==> config.mk <==
export PLATFORM = sky130hd
export DESIGN_NAME = scc_front
export DESIGN_NICKNAME = d
export VERILOG_FILES = /design/src/scc_pkg.sv /design/src/scc_front.sv
export SDC_FILE = /design/constraint.sdc
export NUM_CORES = 1
export LEC_CHECK = 0
export ABC_AREA = 1
export BUFFER_PORTS_ARGS = -buffer_cell sky130_fd_sc_hd__buf_4
export CORE_ASPECT_RATIO = 1.25
export CORE_MARGIN = 2
export CORE_UTILIZATION = 30
export DETAILED_ROUTE_END_ITERATION = 16
export PLACE_DENSITY_LB_ADDON = 0.2
export SETUP_SLACK_MARGIN = 0.02
export SLEW_MARGIN = 10
export SYNTH_ARGS = -nofsm -noshare
export SYNTH_HDL_FRONTEND = slang
export SYNTH_SLANG_ARGS = --single-unit
==> constraint.sdc <==
create_clock -name clk -period 1.1 [get_ports clk]
set_clock_uncertainty 0.1 [all_clocks]
set_input_delay 0.055 -clock clk [delete_from_list [all_inputs] [get_ports clk]]
set_output_delay 0.055 -clock clk [all_outputs]
set_load 0.02 [all_outputs]
==> src/scc_pkg.sv <==
`timescale 1ns / 1ps

package scc_pkg;

    localparam int VTX_W = 16;
    localparam int DEG_W = 16;
    localparam logic [DEG_W-1:0] DEGREE_MAX = 16'hFFFF;

    typedef struct packed {
        logic [VTX_W-1:0] src;
        logic [VTX_W-1:0] tgt;
        logic             self_loop;
    } edge_t;

    typedef enum logic [3:0] {
        ST_CLEAR,
        ST_IDLE,
        ST_RD_T,
        ST_DEC,
        ST_RD2,
        ST_EXEC,
        ST_OPEN_T,
        ST_MERGE_K,
        ST_SCAN,
        ST_OUT
    } back_state_t;

    function automatic logic [DEG_W-1:0] deg_inc(input logic [DEG_W-1:0] d);
        deg_inc = (d < DEGREE_MAX) ? d + 1'b1 : d;
    endfunction

endpackage

==> src/scc_front.sv <==
`timescale 1ns / 1ps

module scc_front #(
    parameter int VERTICES = 1024
) (
    input  logic                 clk,
    input  logic                 rst_n,
    input  logic                 push,
    output logic                 full,
    input  logic [9:0]           source_vertex,
    input  logic [9:0]           target_vertex,
    output logic                 q_valid,
    output scc_pkg::edge_t       q_item,
    input  logic                 q_ready
);

    function automatic int top_shift();
        int k;
        k = 0;
        while ((VERTICES << (k + 1)) <= 1023)
        begin
            k = k + 1;
        end
        return k;
    endfunction

    localparam bit NEED_MOD = (VERTICES < 1024);
    localparam int K0 = NEED_MOD ? top_shift() : 0;

    logic       busy_reg, busy_next;
    logic       valid_reg, valid_next;
    logic [9:0] rs_reg, rs_next;
    logic [9:0] rt_reg, rt_next;
    logic [3:0] step_reg, step_next;
    logic       accept;

    assign full   = busy_reg || (valid_reg && !q_ready);
    assign accept = push && !full;

    always_comb
    begin
        logic [31:0] sub_w;
        sub_w      = 32'(VERTICES) << step_reg;
        busy_next  = busy_reg;
        valid_next = valid_reg;
        rs_next    = rs_reg;
        rt_next    = rt_reg;
        step_next  = step_reg;
        if (valid_reg && q_ready)
        begin
            valid_next = 1'b0;
        end
        if (busy_reg)
        begin
            if (32'(rs_reg) >= sub_w)
            begin
                rs_next = rs_reg - 10'(sub_w);
            end
            if (32'(rt_reg) >= sub_w)
            begin
                rt_next = rt_reg - 10'(sub_w);
            end
            if (step_reg == 4'd0)
            begin
                busy_next  = 1'b0;
                valid_next = 1'b1;
            end
            else
            begin
                step_next = step_reg - 4'd1;
            end
        end
        if (accept)
        begin
            rs_next   = source_vertex;
            rt_next   = target_vertex;
            step_next = 4'(K0);
            if (NEED_MOD)
            begin
                busy_next = 1'b1;
            end
            else
            begin
                valid_next = 1'b1;
            end
        end
    end

    always_ff @(posedge clk or negedge rst_n)
    begin
        if (!rst_n)
        begin
            busy_reg  <= 1'b0;
            valid_reg <= 1'b0;
            rs_reg    <= '0;
            rt_reg    <= '0;
            step_reg  <= '0;
        end
        else
        begin
            busy_reg  <= busy_next;
            valid_reg <= valid_next;
            rs_reg    <= rs_next;
            rt_reg    <= rt_next;
            step_reg  <= step_next;
        end
    end

    assign q_valid          = valid_reg;
    assign q_item.src       = scc_pkg::VTX_W'(rs_reg);
    assign q_item.tgt       = scc_pkg::VTX_W'(rt_reg);
    assign q_item.self_loop = (rs_reg == rt_reg);

endmodule

==> results.tsv <==
metric	value	unit
switching portion of total power	32.6	%
mapped cell area	1450	µm²
vias in the first global route	1425	
first-pass GRT wire length	6230	µm
setup total negative slack	-5260	ps
sequential-to-total area share from yosys stat	45.0	%
quantity of I/O buffers inserted on ports	46	
Initial DRT Pass Iterations	4	
GRT overflow	0	
largest net degree at the start of global routing	27	
Net count, final	319	
Final setup viols	30	
Crit path required time	940	ps
# H-tree levels	1	
Avg Synthesized Cell Area	8.60	µm²
die width	66.1	µm
Layout Cells excl Fill	352	
die area	5390	µm²
flop2flop setup slack	-220	ps
Via-to-Cell Ratio	4.11	
hold crit path type	input pin to async pin	
gate count of the mapped netlist	168	
Root Driver	clkbuf_8	
crit start category	flip-flop	
Crit Path Category	flip-flop to primary output	
fmax	666	MHz
R2R depth	7	
leak pwr	1.58	nW
Yosys Warn Count	0	
number of top-level pins	59	
CORE AREA	4690	µm²
worst-path fanout max	3	
initial antenna violation count	0	
failing checks	setup timing	
ant diodes	0	
Worst-path clk slew	90	ps
final slew viol count	0	
Clk pwr share	19.2	%
Final period util	136	%
Final Hold Fails	0	
internal power	2.24	mW
gpl congestion	0.738	
Yosys reg bits	26	
Vias	1447	
RSZ-0062 raised after global routing	true	
Worst Slack Setup Final	-401	ps
GR Util All Layers	15.2	%
pwr dens	1110	nW/µm²
Avg WL per Cell	11.2	µm
DRT antenna net count	0	
CTS tree	done	
CTS buffer count	3	
maximum vdd ir drop	0.000635	V
layout cells sized above 1	57.2	%
Final Instance Area	3000	µm²
clock sink count	26	
library cells used by synthesis	22	
minimum clock period	1500	ps
row count	28	
Post-DP Area	2090	µm²
part of the power in combinational logic	45.9	%
Critical R2R Capture	rt_reg[2]$_DFFE_PN0P_	
Max-cap violations	0	
Starting Density	30.8	%
Die Y	81.6	µm
Layout area overhead	108	%
WP data arrival	1350	ps
CTS max path bufs	2	
DP Cell Count	303	
Post-DP HPWL	2150	µm
reg-to-reg critical path startpoint	busy_reg$_DFF_PN0_	
Reg power frac	34.8	%
wirelength, routed	3950	µm
DRC errors left	0	
CP endpoint kind	primary output	
Clk Latency, worst-skew pair	270	ps
Psw	1.08	mW
drt initial violations	24	
status	finished with violations	
cell type report:
cell class	count	area, µm²
flip-flops and latches	26	652
multi-input cells	109	825
clock buffers	4	55.1
inverters	28	105
repair buffers	125	1290
well taps	60	75.1
fillers	406	1690
cells in the final DEF, fill, tap and decap left out:
cell type,count
o22ai_2,1
nand4_1,1
conb_1,12
o21ai_2,12
inv_2,3
nor2_1,11
inv_1,25
buf_12,8
a21oi_4,1
o211ai_1,1
clkbuf_8,4
nand2_1,21
xor2_1,4
nand3_4,1
clkbuf_16,1
dlygate4sd3_1,21
dfrtp_2,1
nand3_1,3
nand2_2,1
buf_6,38
o21ai_4,1
dfrtp_1,25
a21oi_2,8
ha_1,1
ha_4,1
nor2_2,2
buf_16,2
buf_4,55
nand2_4,16
nand3_2,2
nor2_4,9
repair_timing:
| action | CTS | global route |
|---|---|---|
| buffers inserted | 17 | 20 |
| hold buffers | 21 | 0 |
| hold endpoints to repair | 46 | 0 |
| pin swaps | 4 | 3 |
| cloned | 4 | 1 |
| setup endpoints to repair | 42 | 44 |
| resized for setup | 65 | 36 |
how the worst max path moves through the flow:
stage / from / cells past startpoint / endpoint
6_report: rt_reg[3]$_DFFE_PN0P_ / 7 / q_item[0]
5_1_grt: rs_reg[3]$_DFFE_PN0P_ / 7 / q_item[0]
4_1_cts: rs_reg[0]$_DFFE_PN0P_ / 6 / q_item[0]
3_5_place_dp: rs_reg[1]$_DFFE_PN0P_ / 6 / q_item[0]
3_3_place_gp: rs_reg[1]$_DFFE_PN0P_ / 6 / q_item[0]
2_1_floorplan: q_valid$_DFF_PN0_ / 5 / step_reg[3]$_DFFE_PN0P_
cells by family (layout without fill, tap and decap cells):
logic type	count (synthesis)	after routing	share of synthesized area, %
xor gates and xnor gates	4	4	2.42
other	1	12	0.259
AOI/OAI and AO/OA	24	24	14.0
buffers and inverters	44	157	16.4
DFF	26	26	45.0
adders and majority gates	2	2	1.73
and+or+nand+nor	67	67	20.2
per-layer routing:
layer | part of all wire, % | track usage, %
met2 | 53 | 28.1
met1 | 41 | 17.4
met4 | 1.4 | 5.51
met3 | 4.8 | 2.47
met5 | 0 | 0
critical path, stage by stage (launching register included):
cell,delay [ps]
dfrtp_1,400
inv_1,80
nand2_1,60
nand2_1,60
nor2_2,110
nand3_1,100
nor2_2,130
buf_6,130
power by group through the flow:
stage               clock, mW  sequential, mW  combinational [mW]
floorplan                   0            1.30               0.390
global placement            0            1.16               0.994
detailed placement          0            1.16               0.993
CTS                     0.655            1.15                1.42
global route            0.691            1.17                1.65
finish                  0.639            1.16                1.52
stage by stage:
| stage | hold slack, ps | total power, mW | utilization (%) | setup slack [ps] |
|---|---|---|---|---|
| floorplan | -341 | 1.69 | - | -73.8 |
| global placement | -110 | 2.15 | 44.6 | -79.3 |
| detailed placement | -106 | 2.15 | 44.6 | -75.3 |
| CTS | 97.6 | 3.22 | 60.4 | -380 |
| global route | 154 | 3.51 | 64.0 | -516 |
| finish | 120 | 3.32 | 64.0 | -401 |
cells in the mapped netlist:
cell / number / area [µm²]
nand2_1: 36 / 135
buf_6: 3 / 33.8
nor2_1: 21 / 78.8
inv_2: 1 / 3.75
nand4_1: 1 / 6.26
o21ai_2: 10 / 87.6
o21ai_1: 3 / 15.0
buf_4: 13 / 97.6
nand2_2: 2 / 12.5
a21oi_4: 1 / 16.3
ha_1: 2 / 25.0
a21oi_2: 8 / 70.1
conb_1: 1 / 3.75
inv_1: 27 / 101
nand3_2: 1 / 10.0
o22ai_1: 1 / 6.26
xor2_1: 4 / 35.0
nand3_1: 4 / 20.0
dfrtp_1: 26 / 651
o211ai_1: 1 / 7.51
nand3_4: 1 / 17.5
nor2_4: 1 / 11.3
Power figures use the tool's default switching activity.
