==> src/scc_pkg.sv <==
`timescale 1ns / 1ps

package scc_pkg;

    localparam int VTX_W = 16;
    localparam int DEG_W = 16;
    localparam logic [DEG_W-1:0] DEGREE_MAX = 16'hFFFF;

    typedef struct packed {
        logic [VTX_W-1:0] src;
        logic [VTX_W-1:0] tgt;
        logic             self_loop;
    } edge_t;

    typedef enum logic [3:0] {
        ST_CLEAR,
        ST_IDLE,
        ST_RD_T,
        ST_DEC,
        ST_RD2,
        ST_EXEC,
        ST_OPEN_T,
        ST_MERGE_K,
        ST_SCAN,
        ST_OUT
    } back_state_t;

    function automatic logic [DEG_W-1:0] deg_inc(input logic [DEG_W-1:0] d);
        deg_inc = (d < DEGREE_MAX) ? d + 1'b1 : d;
    endfunction

endpackage

==> src/scc_fifo.sv <==
`timescale 1ns / 1ps

module scc_fifo (
    input  logic           clk,
    input  logic           rst_n,
    input  logic           in_valid,
    input  scc_pkg::edge_t in_item,
    output logic           in_ready,
    output logic           out_valid,
    output scc_pkg::edge_t out_item,
    input  logic           out_pop
);

    scc_pkg::edge_t entry_reg [2];
    logic           wptr_reg, rptr_reg;
    logic [1:0]     count_reg;
    logic           do_wr, do_rd;

    assign in_ready  = (count_reg != 2'd2);
    assign out_valid = (count_reg != 2'd0);
    assign out_item  = entry_reg[rptr_reg];
    assign do_wr     = in_valid && in_ready;
    assign do_rd     = out_pop && out_valid;

    always_ff @(posedge clk)
    begin
        if (do_wr)
        begin
            entry_reg[wptr_reg] <= in_item;
        end
    end

    always_ff @(posedge clk or negedge rst_n)
    begin
        if (!rst_n)
        begin
            wptr_reg  <= 1'b0;
            rptr_reg  <= 1'b0;
            count_reg <= 2'd0;
        end
        else
        begin
            if (do_wr)
            begin
                wptr_reg <= !wptr_reg;
            end
            if (do_rd)
            begin
                rptr_reg <= !rptr_reg;
            end
            count_reg <= count_reg + 2'(do_wr) - 2'(do_rd);
        end
    end

endmodule

==> config.mk <==
export PLATFORM = sky130hd
export DESIGN_NAME = scc_fifo
export DESIGN_NICKNAME = d
export VERILOG_FILES = /design/src/scc_pkg.sv /design/src/scc_fifo.sv
export SDC_FILE = /design/constraint.sdc
export NUM_CORES = 1
export LEC_CHECK = 0
export BUFFER_PORTS_ARGS = -buffer_cell sky130_fd_sc_hd__buf_2
export CAP_MARGIN = 25
export CORE_UTILIZATION = 55
export DETAILED_ROUTE_END_ITERATION = 6
export GPL_TIMING_DRIVEN = 0
export PLACE_DENSITY_LB_ADDON = 0.1
export SLEW_MARGIN = 20
export SYNTH_ARGS = -nofsm -noshare
export SYNTH_HDL_FRONTEND = slang
export SYNTH_SLANG_ARGS = --single-unit
==> constraint.sdc <==
create_clock -name clk -period 6.99 [get_ports clk]
set_input_delay 0.3495 -clock clk [delete_from_list [all_inputs] [get_ports clk]]
set_output_delay 0.3495 -clock clk [all_outputs]
set_load 0.02 [all_outputs]
==> metrics.csv, run 1 <==
stage;metric;value;unit
setup_path;crit_type;reg -> out;
sta;period_share;28.45;%
clock_tree;cts.sinks;70;
drt;vias;1381;
drt;firstDrtPassIters;6;
placement;hpwl;2.858;mm
clock_tree;cts_buffer_depth;2;
sta;setup_tns;0;ns
placement;dpl.cell_count;249;
layout;num_antenna_cells;0;
drt;drt_iter0_markers;69;
clock_tree;cts_buffers;9;
clock_tree;clk_pin_slew;0.07;ns
synth;ys_seq_area_share;79.85;%
floorplanning;start_util;58.67;%
setup_path;crit_required;6.64;ns
clock_tree;post-cts-setup-buffers;0;
clock_tree;clockRootBuffer;clkbuf_8;
power;cellLeakagePower;1.271;nW
floorplanning;core_area;0.004444;mm²
synth;postSynthNetCount;163;
layout;fillCellCount;288;
layout;nets;247;
clock_tree;htreeDepth;3;
setup_path;cp_max_fo;10;
floorplanning;row_count;24;
layout;stdcell_count;266;
drt;wl;4.281;mm
power;p_per_area;444.2;mW/mm²
sta;clock_skew;0.005063;ns
outcome;status;complete, but fails checks;
layout;drive_above_1_share;59.81;%
sta;fmax;502.9;MHz
grt;grt_max_degree;34;
grt;grt_pass1_wl;6.879;mm
synth;synth.distinct_cells;17;
synth;avgSynthCellArea;20.86;µm²
setup_path;worstSetupStartpointType;flop;
sta;final_max_slew_viol_count;0;
layout;area_growth;26.68;%
floorplanning;die_x;70.86;µm
grt;track_usage;19.45;%
floorplanning;die-area;0.005020;mm²
layout;fin_util;74.32;%
setup_path;crit_arrival;1.64;ns
sta;period_minus_slack;1.988;ns
outcome;violations;design-rule violations;
layout;largest_register_ffs;66;
drt;vias_per_cell;5.192;
synth;syn_inst;125;
placement;port_buffers;71;
sta;setup_viol;0;
synth;ys_seq_elements;70;
placement;gp_congestion;0.6548;
setup_path;cp-end-kind;output pin;
hold_path;hold_class;in -> reg;
power;vdd.ir_drop.worst;0.3131;mV
sta;finalHoldViolCount;0;
sta;worstMarginPinSlew;0.7797;ns
drt;wire_per_inst;16.09;µm
drt;drtAntennaViolNets;0;
grt;grt_antenna_before_repair;0;
sta;relSlewSlack;48.02;%
job;maxCapViolCount;0;
clock_tree;cts.repair.resized;0;
clock_tree;cts_hold_buffers;1;
synth;syn_area;0.002608;mm²
sta;grt_setup_unrepaired;false;
floorplanning;die_y;70.86;µm
synth;yosys_warnings;0;
clock_tree;clk_latency;0.33;ns
clock_tree;cts_tree;built;
grt;grt_overflow;0;
floorplanning;io_pins;72;
drt;drc;8;
grt;grt_pass1_vias;1525;
## cells by family (layout without fill, tap and decap cells)
| kind of cell | Yosys count | count (layout) | share of synthesized area, % |
|---|---|---|---|
| compound gates | 3 | 3 | 1.151 |
| xor+xnor | 3 | 3 | 1.008 |
| fa+ha+maj | 1 | 1 | 0.4798 |
| buf+inv | 4 | 93 | 0.7678 |
| flops | 70 | 70 | 79.85 |
| mux | 33 | 33 | 14.25 |
| simple gates | 11 | 11 | 2.495 |
## where the power goes
group	leakage [nW]	switching, W	internal, W	total, W
registers	0.661	0.0000312	0.000576	0.000607
clock network	0.115	0.000135	0.000237	0.000372
logic	0.495	0.000286	0.000202	0.000489
## Yosys cell counts
library cell	instances	area [µm²]
a311oi_2	1	15.01
and2b_2	1	8.760
and3_2	1	7.510
and4bb_1	1	12.51
buf_2	4	20.02
dfrtp_1	4	100.1
edfxtp_1	66	1982
ha_1	1	12.51
mux2_2	33	371.6
nand2_1	2	7.510
nand2b_1	1	6.260
nand3_1	1	5.000
nor2_1	3	11.26
o21ai_0	1	5.000
o21ba_2	1	10.01
or2_2	1	6.260
xnor2_1	3	26.28
## routing by layer
metal  vias up  wire, µm  GRT usage [%]
li1        659         -              -
met1       652      1618          19.27
met2        60      2260          34.29
met3        10       303          8.689
met4         0        99          10.00
met5         -         0              0
## layout make-up
type	count	area (µm²)	area share, %
timing repair buffer	73	392.9	11.89
sequential	70	2082	63.03
clock inverter	4	95.09	2.879
buffer	4	20.02	0.6061
clock buffer	12	135.1	4.091
tap	52	65.06	1.970
multi-input combinational	51	513.0	15.53
## worst max-delay path, stage by stage, from the launching register on
cell and delay, ns:
dfrtp_1 0.32, buf_2 0.17, buf_2 0.28, mux2_2 0.38
buf_2 0.16
## placed cells by master, fill, tap and decap left out
cell / Yosys / routed
or2_2: 1 / 1
dlygate4sd3_1: 0 / 1
edfxtp_1: 66 / 66
clkbuf_8: 0 / 9
and4bb_1: 1 / 1
nor2_4: 0 / 1
xnor2_1: 3 / 3
o21ai_0: 1 / 1
buf_2: 4 / 75
ha_1: 1 / 1
nand3_1: 1 / 1
nor2_1: 3 / 2
clkinv_2: 0 / 1
buf_16: 0 / 1
o21ba_2: 1 / 1
bufinv_16: 0 / 3
mux2_2: 33 / 33
and3_2: 1 / 1
nand2b_1: 1 / 1
clkbuf_1: 0 / 3
dfrtp_1: 4 / 4
nand2_1: 2 / 2
and2b_2: 1 / 1
a311oi_2: 1 / 1
## final timing paths
| check | to | startpoint | slack, ns | cells past startpoint |
|---|---|---|---|---|
| max in group asynchronous | count_reg[1] | rst_n | 6.52 | 2 |
| min in group asynchronous | wptr_reg | rst_n | 0.35 | 2 |
| hold / removal | entry_reg[1][4] | in_item[4] | 0.20 | 1 |
| setup / recovery | out_item[30] | rptr_reg | 5.00 | 4 |
| setup reg to reg | entry_reg[0][23] | count_reg[0] | 5.27 | 4 |
| hold reg to reg | wptr_reg | wptr_reg | 0.56 | 1 |
## metrics by stage
| stage | setup WS, ns | cell area [µm²] | hold slack (ns) | power [W] |
|---|---|---|---|---|
| after floorplan | 4.365 | 2608 | 0.05391 | 0.0009469 |
| final | 5.002 | 3303 | 0.2047 | 0.001467 |
| after CTS | 4.971 | 3303 | 0.1943 | 0.001485 |
| after global routing | 4.908 | 3303 | 0.1806 | 0.001535 |
| after detailed placement | 5.238 | 3063 | 0.1596 | 0.001110 |
| after global placement | 3.918 | 3028 | 0.1582 | 0.001074 |
(Power assumes the default switching activity.)
==> run 2: changes to the inputs <==
--- a/config.mk
+++ b/config.mk
@@ -5,9 +5,10 @@
 export SDC_FILE = /design/constraint.sdc
 export NUM_CORES = 1
 export LEC_CHECK = 0
+export ABC_AREA = 1
 export BUFFER_PORTS_ARGS = -buffer_cell sky130_fd_sc_hd__buf_2
 export CAP_MARGIN = 25
-export CORE_UTILIZATION = 55
+export CORE_UTILIZATION = 51
 export DETAILED_ROUTE_END_ITERATION = 6
 export GPL_TIMING_DRIVEN = 0
 export PLACE_DENSITY_LB_ADDON = 0.1
==> constraint.sdc (replaced) <==
create_clock -name clk -period 1.85 [get_ports clk]
set_input_delay 0.0925 -clock clk [delete_from_list [all_inputs] [get_ports clk]]
set_output_delay 0.0925 -clock clk [all_outputs]
set_load 0.02 [all_outputs]
==> run 2 against run 1 <==
Compared with the run above: the flow now finishes without violations; cell count increased by 47%; clock power increased to 2.7 times the previous value; synthesized area grew 2.1%; register-to-register slack lost 5.2 ns; total power rose to 3.7 times the previous value; combinational power increased to 4.4 times the previous value; flip-flop and latch count did not move; critical path type is now reg -> reg; critical endpoint is now entry_reg[1][28]; largest cell class unchanged.
==> metrics.csv, run 2 <==
stage;metric;value;unit
outcome;status;finished, final reports clean;
synth;ys_seq_area_share;78.23;%
drt;drt_iter0_markers;85;
setup_path;crit_type;reg -> reg;
sta;setup_viol;0;
synth;synth-simple-area-share;17.16;%
layout;area_growth;35.97;%
clock_tree;cts_buffers;9;
drt;route.top_layer_used;met4;
synth;ys_seq_elements;70;
grt;grt_max_degree;35;
drt;vias_per_cell;4.569;
grt;grt_pass1_vias;1603;
synth;synth_top_area_share;74.47;%
placement;gp_congestion;0.6536;
floorplanning;die-area;0.005511;mm²
floorplanning;die_y;74.24;µm
sta;worstMarginPinSlew;0.9795;ns
layout;mostFrequentLayoutCell;nand2_1;
setup_path;crit_arrival;1.76;ns
hold_path;hold_class;in -> reg;
clock_tree;cts.sinks;70;
floorplanning;start_util;54.54;%
floorplanning;core_area;0.004880;mm²
synth;synth_top_flop_cell;edfxtp_1;
sta;grt_setup_unrepaired;true;
synth;synth_edf_count;66;
sta;period_share;97.06;%
clock_tree;cts_buffer_depth;2;
grt;grt_antenna_before_repair;0;
setup_path;cp_max_fo;34;
floorplanning;io_pins;72;
drt;drtAntennaViolNets;0;
clock_tree;cts_tree;built;
clock_tree;htreeDepth;3;
sta;relSlewSlack;34.54;%
synth;synth-xor-area-share;0.3291;%
clock_tree;clk_latency;0.34;ns
drt;wl_met1;1.930;mm
power;total_power;0.005460;W
job;maxCapViolCount;0;
drt;wl;4.770;mm
layout;largest_register_ffs;66;
synth;avgSynthCellArea;13.05;µm²
grt;grt_overflow;0;
floorplanning;die_x;74.24;µm
layout;nets;358;
sta;final_max_slew_viol_count;0;
clock_tree;clk_pin_slew;0.07;ns
clock_tree;clockRootBuffer;clkbuf_8;
clock_tree;post-cts-setup-buffers;0;
synth;synth_commonest_cells;nand2_1 (104), edfxtp_1 (66), inv_1 (7);
layout;layout_common_cells;nand2_1 (104), buf_2 (73), edfxtp_1 (66);
sta;finalHoldViolCount;0;
grt;grt_pass1_wl;7.024;mm
sta;worst_slack;0.05433;ns
sta;fmax;556.9;MHz
grt;track_usage;18.57;%
power;vdd.ir_drop.worst;1.042;mV
drt;firstDrtPassIters;4;
synth;synth.distinct_cells;17;
synth;synth_compound_area_share;0.3761;%
layout;drive_above_1_share;31.69;%
sta;clock_skew;0.005867;ns
layout;num_antenna_cells;0;
layout;seq_area;0.002082;mm²
placement;port_buffers;71;
synth;syn_inst;204;
setup_path;worstSetupStartpointType;flop;
synth;postSynthNetCount;242;
drt;wl_met3;266;µm
synth;synth_most_common_cell;nand2_1;
setup_path;cp-end-kind;flop;
synth;synth_top_area_cell;edfxtp_1;
synth;synthAdderAreaFrac;0.4701;%
layout;fillCellCount;342;
power;cellLeakagePower;1.597;nW
power;p_per_area;1509;mW/mm²
synth;yosys_warnings;0;
drt;dr_wl_met2;2.454;mm
placement;pre_cts_slack;0.04500;ns
placement;hpwl;2.802;mm
drt;wire_per_inst;12.17;µm
synth;synth.area.top_cells;edfxtp_1 (74%), nand2_1 (15%), dfrtp_1 (3.8%);
drt;drc;0;
synth;syn_area;0.002661;mm²
drt;vias;1791;
synth;async_flop_share;5.714;%
synth;synth_top_family_by_area;simple AND/OR/NAND/NOR gates;
sta;period_minus_slack;1.796;ns
layout;multi_input_area;500.5;µm²
synth;synth.mux.area_fraction;0;%
setup_path;crit_required;1.81;ns
floorplanning;row_count;25;
[run 2: logic make-up (layout without fill, tap and decap cells)]
family                   after synthesis  count (layout)
AO/OA/AOI/OAI                          2               2
XOR/XNOR                               1               1
adder cells (fa/ha/maj)                1               1
buffers and inverters                 15             136
flip-flops                            70              70
AND/OR/NAND/NOR                      115             115
[run 2: routing by layer]
metal	vias to the layer above	GRT usage, %
li1	907	-
met2	60	32.63
met1	814	19.66
met5	-	0
met3	10	7.453
met4	0	8.386
[run 2: where the power goes]
group	switching (W)	total, W	internal (W)
Clock	0.000536	0.00101	0.000475
Sequential	0.000110	0.00228	0.00217
Combinational	0.00147	0.00217	0.000700
[run 2: what timing repair did]
item | 4_1_cts | 5_1_grt
gates resized for setup | 0 | 0
hold endpoints to repair | 70 | 0
setup endpoints to repair | 0 | 66
hold buffers | 34 | 0
[run 2: final timing paths]
| kind | from | endpoint | slack, ns | depth (start not counted) |
|---|---|---|---|---|
| worst max-delay path | count_reg[1] | entry_reg[1][28] | 0.05 | 3 |
| max in group asynchronous | rst_n | wptr_reg | 1.63 | 2 |
| worst min-delay path | in_valid | wptr_reg | 0.06 | 3 |
| min in group asynchronous | rst_n | count_reg[0] | 0.09 | 2 |
| worst max register to register | count_reg[1] | entry_reg[1][28] | 0.05 | 3 |
| worst min register to register | count_reg[0] | count_reg[0] | 0.57 | 1 |
[run 2: cell type report]
class / instances / area share [%]
clock inverters: 7 / 1.141
clock buffers: 9 / 3.423
plain buffers: 7 / 1.625
multi-input cells: 119 / 13.83
inverters: 8 / 0.8990
flip-flops and latches: 70 / 57.54
well taps: 67 / 2.317
repair buffers: 105 / 19.23
[run 2: worst max-delay path, cell delays in order (launching register included)]
cell	delay [ns]
dfrtp_1	0.43
nand2_2	0.14
nand2_4	0.09
nor2_4	0.74
[run 2: stage by stage]
stage	setup TNS, ns	instances	utilization [%]	hold WS (ns)	area [µm²]
floorplan	0	204	-	-0.2031	2674
global placement	0	342	63.79	-0.09427	3113
detailed placement	0	342	63.79	-0.09006	3113
CTS	0	392	74.15	0.05212	3618
global route	-3.213	392	74.15	0.05718	3618
finish	0	392	74.15	0.06401	3618
==> run 3: changes to the inputs <==
--- a/config.mk
+++ b/config.mk
@@ -11,7 +11,7 @@
 export CORE_UTILIZATION = 51
 export DETAILED_ROUTE_END_ITERATION = 6
 export GPL_TIMING_DRIVEN = 0
-export PLACE_DENSITY_LB_ADDON = 0.1
+export PLACE_DENSITY = 0.78
 export SLEW_MARGIN = 20
 export SYNTH_ARGS = -nofsm -noshare
 export SYNTH_HDL_FRONTEND = slang
==> run 3 against run 2 <==
Compared with the run above: worst hold slack gained 0.015 ns; non-clock buffer count unchanged; wire length is 14% higher; first-iteration DRC count up 11%; sequential power about the same; global-route usage is 2.1 points higher; worst setup slack improved by 0.24 ns; critical endpoint is now entry_reg[0][26]; largest cell class unchanged; highest routed layer unchanged.
==> metrics.csv, run 3 (synthesized netlist as in run 2, its figures left out) <==
stage;metric;value;unit
grt;grt.met1_usage;20.90;%
floorplanning;die_x;74.24;µm
setup_path;crit_arrival;1.52;ns
grt;grt_overflow;0;
setup_path;crit_type;reg -> reg;
sta;relSlewSlack;63.10;%
hold_path;whs_path_depth;3;
layout;num_antenna_cells;0;
clock_tree;post-cts-setup-buffers;0;
drt;vias;1864;
sta;setup_tns;0;ns
sta;worstMarginPinSlew;0.5521;ns
outcome;status;finished, final reports clean;
clock_tree;clk_pin_slew;0.07;ns
layout;area_growth;40.39;%
sta;worst_slack;0.2928;ns
drt;drt_iter0_markers;94;
power;p_per_area;1637;mW/mm²
sta;final_max_slew_viol_count;0;
hold_path;worst_hold_path.endpoint;wptr_reg;
layout;nets;360;
floorplanning;row_count;25;
setup_path;crit_required;1.82;ns
grt;grt_antenna_before_repair;0;
setup_path;cp-end-kind;flop;
drt;wire_per_inst;13.76;µm
drt;firstDrtPassIters;4;
clock_tree;cts.sinks;70;
grt;grt_pass1_vias;1781;
hold_path;hold_class;in -> reg;
layout;fin_area;0.003736;mm²
layout;fillCellCount;324;
layout;fin_util;76.56;%
sta;grt_setup_unrepaired;false;
layout;layout_common_cells;nand2_1 (104), buf_2 (73), edfxtp_1 (66);
power;vdd.ir_drop.worst;1.073;mV
setup_path;regToRegSetupSlack;0.29;ns
drt;wl;5.420;mm
hold_path;min_from;in_valid;
floorplanning;core_area;0.004880;mm²
drt;drc;0;
setup_path;reg2reg_depth;4;
sta;finalHoldViolCount;0;
floorplanning;die_y;74.24;µm
grt;use_met2;37.47;%
setup_path;r2r-start;count_reg[0];
placement;place_area;0.003113;mm²
clock_tree;clockRootBuffer;clkbuf_8;
sta;setup_viol;0;
grt;grt_pass1_wl;7.797;mm
floorplanning;die-area;0.005511;mm²
floorplanning;io_pins;72;
drt;drtAntennaViolNets;0;
grt;grt_max_degree;34;
layout;largest_register_ffs;66;
layout;drive_above_1_share;31.80;%
sta;period_minus_slack;1.557;ns
sta;clock_skew;0.005620;ns
clock_tree;htreeDepth;3;
grt;grt_busiest_layer;met2;
placement;hpwl;2.837;mm
sta;period_share;84.17;%
floorplanning;start_util;54.54;%
sta;fin_hold_ws;0.07869;ns
clock_tree;cts_tree;built;
grt;gr-usage-met3;5.691;%
job;maxCapViolCount;0;
layout;mostFrequentLayoutCell;nand2_1;
setup_path;r2r_end;entry_reg[0][26];
clock_tree;cts_buffer_depth;2;
placement;pre_cts_slack;0.009421;ns
drt;vias_per_cell;4.731;
setup_path;worstSetupStartpointType;flop;
grt;track_usage;20.68;%
clock_tree;clk_latency;0.34;ns
clock_tree;cts_buffers;9;
placement;gp_congestion;0.7353;
setup_path;cp_max_fo;17;
power;cellLeakagePower;1.640;nW
sta;fmax;642.2;MHz
placement;port_buffers;71;
setup_path;cp-startpoint;count_reg[0];
run 3: how the worst max path moves through the flow:
| stage | to | slack, ns | cells past startpoint |
|---|---|---|---|
| after floorplan | entry_reg[1][0] | 0.24 | 3 |
| after global placement | entry_reg[1][18] | 0.05 | 3 |
| after detailed placement | entry_reg[1][16] | 0.009 | 3 |
| after CTS | entry_reg[0][21] | -0.0002 | 3 |
| after global routing | entry_reg[0][22] | 0.21 | 4 |
| final | entry_reg[0][26] | 0.29 | 4 |
run 3: cell type report:
class,instances,area [µm²],share of cell area (%)
inverters,8,32.53,0.8707
flip-flops and latches,70,2082,55.73
well taps,67,83.83,2.244
clock inverters,7,136.4,3.650
repair buffers,105,695.7,18.62
clock buffers,9,123.9,3.315
plain buffers,7,58.81,1.574
multi-input cells,121,523.0,14.00
run 3: power by group:
part | leakage (nW) | switching (W) | internal (W)
clock | 0.127 | 0.000545 | 0.00102
sequential | 0.660 | 0.000129 | 0.00217
combinational | 0.854 | 0.00154 | 0.000712
total | 1.64 | 0.00221 | 0.00390
run 3: per-layer routing:
metal	vias to the layer above	part of all wire (%)
li1	915	-
met1	869	40
met2	68	54
met3	12	3.9
met4	0	2.1
met5	-	0
run 3: stage by stage:
step                      power (W)  std cells
after floorplan            0.003758        204
after global placement     0.004397        342
after detailed placement   0.004462        342
after CTS                  0.006097        393
after global routing       0.006461        394
final                      0.006117        394
run 3: timing repair:
action	CTS	global route
hold endpoints to repair	70	0
pin swaps	2	1
gates cloned	1	1
resized for setup	0	2
setup endpoints to repair	33	49
hold buffers	34	0
run 3: critical path: stages, from the launching register on:
cell and delay (ns):
dfrtp_1 0.40, inv_1 0.07, nand2_2 0.12, nand2_4 0.13, nor2_4 0.48
